[src/rtl/core/pctd_pkg.sv]
// types, constants and helpers shared by the prefix-code table decoder
`default_nettype none

package pctd_pkg;

  localparam int CODE_W        = 16;
  localparam int LEN_W         = 5;
  localparam int SYM_W         = 8;
  localparam int OP_W          = 2;
  localparam int STATUS_W      = 2;
  localparam int IN_DATA_W     = 32;
  localparam int OUT_DATA_W    = 8;
  localparam int TBL_ENTRIES_DEF = 256;
  localparam int MAX_CODE_LEN  = 16;
  localparam int LEN_LIMIT     = (MAX_CODE_LEN < CODE_W) ? MAX_CODE_LEN : CODE_W;

  // input tdata bit positions
  localparam int SYM_LSB  = 0;
  localparam int CODE_LSB = SYM_LSB + SYM_W;
  localparam int LEN_LSB  = CODE_LSB + CODE_W;
  localparam int BIT_POS  = LEN_LSB + LEN_W;

  typedef enum logic [OP_W-1:0] {
    OP_CLEAR  = 2'd0,
    OP_LOAD   = 2'd1,
    OP_DECODE = 2'd2
  } opcode_e;

  typedef enum logic [STATUS_W-1:0] {
    ST_NONE = 2'd0,
    ST_EMIT = 2'd1,
    ST_LONG = 2'd2,
    ST_FULL = 2'd3
  } status_e;

  typedef enum logic [1:0] {
    CS_IDLE,
    CS_SCAN,
    CS_WAIT
  } ctrl_state_e;

  typedef struct packed {
    logic [SYM_W-1:0]  sym;
    logic [LEN_W-1:0]  len;
    logic [CODE_W-1:0] code;
  } tbl_entry_t;

  typedef struct packed {
    logic accept;
    logic scan;
    logic commit;
  } dp_cmd_t;

  typedef struct packed {
    logic need_scan;
    logic scan_done;
    logic slot_free;
  } dp_sts_t;

  function automatic logic [CODE_W-1:0] low_mask(input logic [LEN_W-1:0] len);
    logic [CODE_W-1:0] m;
    if (len >= LEN_W'(CODE_W)) begin
      m = '1;
    end else begin
      m = (CODE_W'(1) << len) - CODE_W'(1);
    end
    return m;
  endfunction

endpackage

`default_nettype wire

[src/rtl/core/pctd_ctrl.sv]
// controller state machine of the prefix-code table decoder
`default_nettype none

module pctd_ctrl
  import pctd_pkg::*;
(
  input  wire logic    clk_i,
  input  wire logic    rst_ni,
  input  wire logic    s_valid_i,
  output logic         s_ready_o,
  input  wire dp_sts_t sts_i,
  output dp_cmd_t      cmd_o
);

  ctrl_state_e state_q, state_d;

  always_ff @(posedge clk_i or negedge rst_ni) begin
    if (!rst_ni) begin
      state_q <= CS_IDLE;
    end else begin
      state_q <= state_d;
    end
  end

  always_comb begin
    state_d   = state_q;
    cmd_o     = '0;
    s_ready_o = 1'b0;
    case (state_q)
      CS_IDLE: begin
        s_ready_o = 1'b1;
        if (s_valid_i) begin
          cmd_o.accept = 1'b1;
          state_d      = sts_i.need_scan ? CS_SCAN : CS_WAIT;
        end
      end
      CS_SCAN: begin
        cmd_o.scan = 1'b1;
        if (sts_i.scan_done) begin
          state_d = CS_WAIT;
        end
      end
      CS_WAIT: begin
        // commit only once the output register can take the result
        if (sts_i.slot_free) begin
          cmd_o.commit = 1'b1;
          state_d      = CS_IDLE;
        end
      end
      default: begin
        state_d = CS_IDLE;
      end
    endcase
  end

endmodule

`default_nettype wire

[config.mk]
export PLATFORM = sky130hd
export DESIGN_NAME = pctd_ctrl
export DESIGN_NICKNAME = d
export VERILOG_FILES = /design/src/rtl/core/pctd_pkg.sv /design/src/rtl/core/pctd_ctrl.sv
export SDC_FILE = /design/constraint.sdc
export NUM_CORES = 1
export LEC_CHECK = 0
export BUFFER_PORTS_ARGS = -buffer_cell sky130_fd_sc_hd__buf_2
export CORE_AREA = 10 10 47 49
export CTS_CLUSTER_SIZE = 20
export DETAILED_ROUTE_END_ITERATION = 12
export DIE_AREA = 0 0 57 59
export PLACE_DENSITY = 0.33
export SYNTH_ARGS = -nofsm -noshare
export SYNTH_HDL_FRONTEND = slang
export SYNTH_SLANG_ARGS = --single-unit
[constraint.sdc]
create_clock -name clk_i -period 1.05 [get_ports clk_i]
set_input_delay 0.1575 -clock clk_i [delete_from_list [all_inputs] [get_ports clk_i]]
set_output_delay 0.1575 -clock clk_i [all_outputs]
set_load 0.01 [all_outputs]
==> impl_metrics.ini <==
[drt]
drt_iter0_markers = 0
via_per_inst = 3.50
routed_wl_um = 448
first_pass_iters = 1
drc = 0
num_vias = 154
ant_nets = 0
wl_per_cell_um = 10.2

[cts]
clk_latency_ps = 220
cts_root_buffer = clkbuf_4
cts_buffer_depth = 2
clk_pin_slew_ps = 30
cts.sink_count = 2
h-tree-depth = 1
numCtsBuffers = 3
cts_tree = built

[synth]
synth_nets = 19
yosys.area.top_type = dfrtp_1
synth.cell_area_um2 = 126
synthTopCellsByArea = dfrtp_1, a21oi_1, and3b_2
synthCells = 13
ys_seq_elements = 2
syn_avg_cell_area_um2 = 9.72
synth.distinct_cells = 11
yosysSeqAreaShare = 0.396
synth_top_area_frac = 0.396
ys_warn_count = 0

[cells_and_area]
nFillCells = 167
final_util = 0.187
largest_register = state_q
nNetsFinal = 36
top_regs = state_q: 2 flops
drive_gt1_frac = 0.679
multi_input_area_um2 = 83.8
n_antenna_cell = 0
ff_latch_area_um2 = 52.6
synthToLayoutAreaGrowth_pct = 107
largest_register_ffs = 2
fin_cells = 44

[sta]
finalMaxSlewViolations = 0
min_period_over_period = 1.13
setup_viol = 5
tightest_slew_ps = 153
hold_violations = 0
layout_setup_ws_ps = -139
max_slew_margin = 0.898
layout_min_cycle_time_ps = 1190
rsz0062_at_grt = yes
fin_skew_ps = 2.08
max_freq_ghz = 0.841

[global_routing]
grt_pass1_vias = 144
grt_pass1_wl_um = 683
antenna_found_initial = 0
grt_max_degree = 9
grt-ovfl-total = 0
grt_util_all_layers = 0.0303

[worst_setup_path]
worst-path-max-fanout = 6
end_kind = output pin
cp.required_ps = 890
worstSetupPathType = flip-flop to output pin
cp.arrival_ps = 1030
critPathLaunchType = flip-flop

[die]
rows = 14
die_w_um = 57
ioPinCount = 10
die_y_um = 59
die_area_um2 = 3360
core_um2 = 1400
initial_core_util = 0.0902

[power]
power_density_nw_per_um2 = 2490
vdd_drop_max_v = 0.000659
p_leak_nw = 0.121

[placement]
dp.cells = 38
numPortBuffers = 9
routabilityCongestion = 0.597

[outcome]
status = finished, violations left
failed_checks = setup timing

[flow_run]
max_cap_viol_count = 0

[hold_path]
min_path_type = input port to flip-flop
[final timing paths]
path / from / end / depth (start not counted) / slack [ps]
worst max register to register: state_q[0] / state_q[1] / 3 / -90
worst min register to register: state_q[1] / state_q[0] / 1 / 520
worst max-delay path: state_q[1] / cmd_o[2] / 3 / -140
worst min-delay path: sts_i[0] / state_q[1] / 3 / 200
max in group asynchronous: rst_ni / state_q[0] / 2 / 670
min in group asynchronous: rst_ni / state_q[1] / 2 / 270
[area by class of cell]
cell class                 instances  area share
multi-input combinational         11       0.321
timing repair buffer              12       0.316
sequential                         2       0.201
clock buffer                       3      0.0861
tap                               16      0.0766
[Yosys cell counts]
library cell / number
dfrtp_1: 2
or3b_1: 1
nor2b_1: 1
a21oi_2: 1
and3b_2: 1
and2_1: 1
or2b_1: 1
nor2_1: 1
nand3b_1: 1
o21a_1: 1
a21oi_1: 2
[metal layers]
layer  routed length [um]  vias up  global-route usage
met5                    0        -                   0
met4                    0        0              0.0302
met3                  105        0              0.0536
met2                  138       12              0.0155
met1                  204       65              0.0309
li1                     -       77                   -
[power by group]
part	internal, mW	leakage, nW	switching [mW]
combinational	0.195	0.0843	0.115
clock	0.126	0.0138	0.0428
sequential	0.113	0.0227	0.0593
[timing repair]
item	4_1_cts	5_1_grt
endpoints found under the hold margin	2	0
buffers inserted	0	2
hold buffers	1	0
setup endpoints to repair	4	5
resized for setup	1	5
pin swaps	0	1
[worst max-delay path, cell delays in order, from the launching register on]
cell	delay, ps
dfrtp_2	440
nor2_4	120
and2_1	120
buf_2	130
[cell families (layout without fill, tap and decap cells)]
| family | count (synthesis) | in the layout | synth area share |
|---|---|---|---|
| buffers and inverters | 0 | 15 | 0 |
| AND/OR/NAND/NOR | 7 | 7 | 0.396 |
| AO/OA/AOI/OAI | 4 | 4 | 0.208 |
| flip-flops | 2 | 2 | 0.396 |
[metrics by stage]
| stage | total power [mW] | area, um2 | TNS, ps | worst slack (ps) | hold WS (ps) |
|---|---|---|---|---|---|
| 6_report | 0.652 | 262 | -474 | -139 | 202 |
| 3_3_place_gp | 0.348 | 191 | 0 | 57.4 | -56.3 |
| 2_1_floorplan | 0.271 | 126 | 0 | 79.1 | -138 |
| 3_5_place_dp | 0.355 | 191 | 0 | 32.2 | -52.6 |
| 4_1_cts | 0.553 | 230 | -400 | -163 | 197 |
| 5_1_grt | 0.716 | 262 | -717 | -189 | 201 |
[cells in the final DEF (no fill, tap or decap), drive strengths merged]
cell type     n
and3b         1
or2b          1
clkbuf        3
nand3b        1
a21oi         3
dfrtp         2
or3b          1
nor2          1
nor2b         1
dlygate4sd3   1
o21a          1
and2          1
buf          11
No activity file was read; power rests on OpenSTA's default activity.
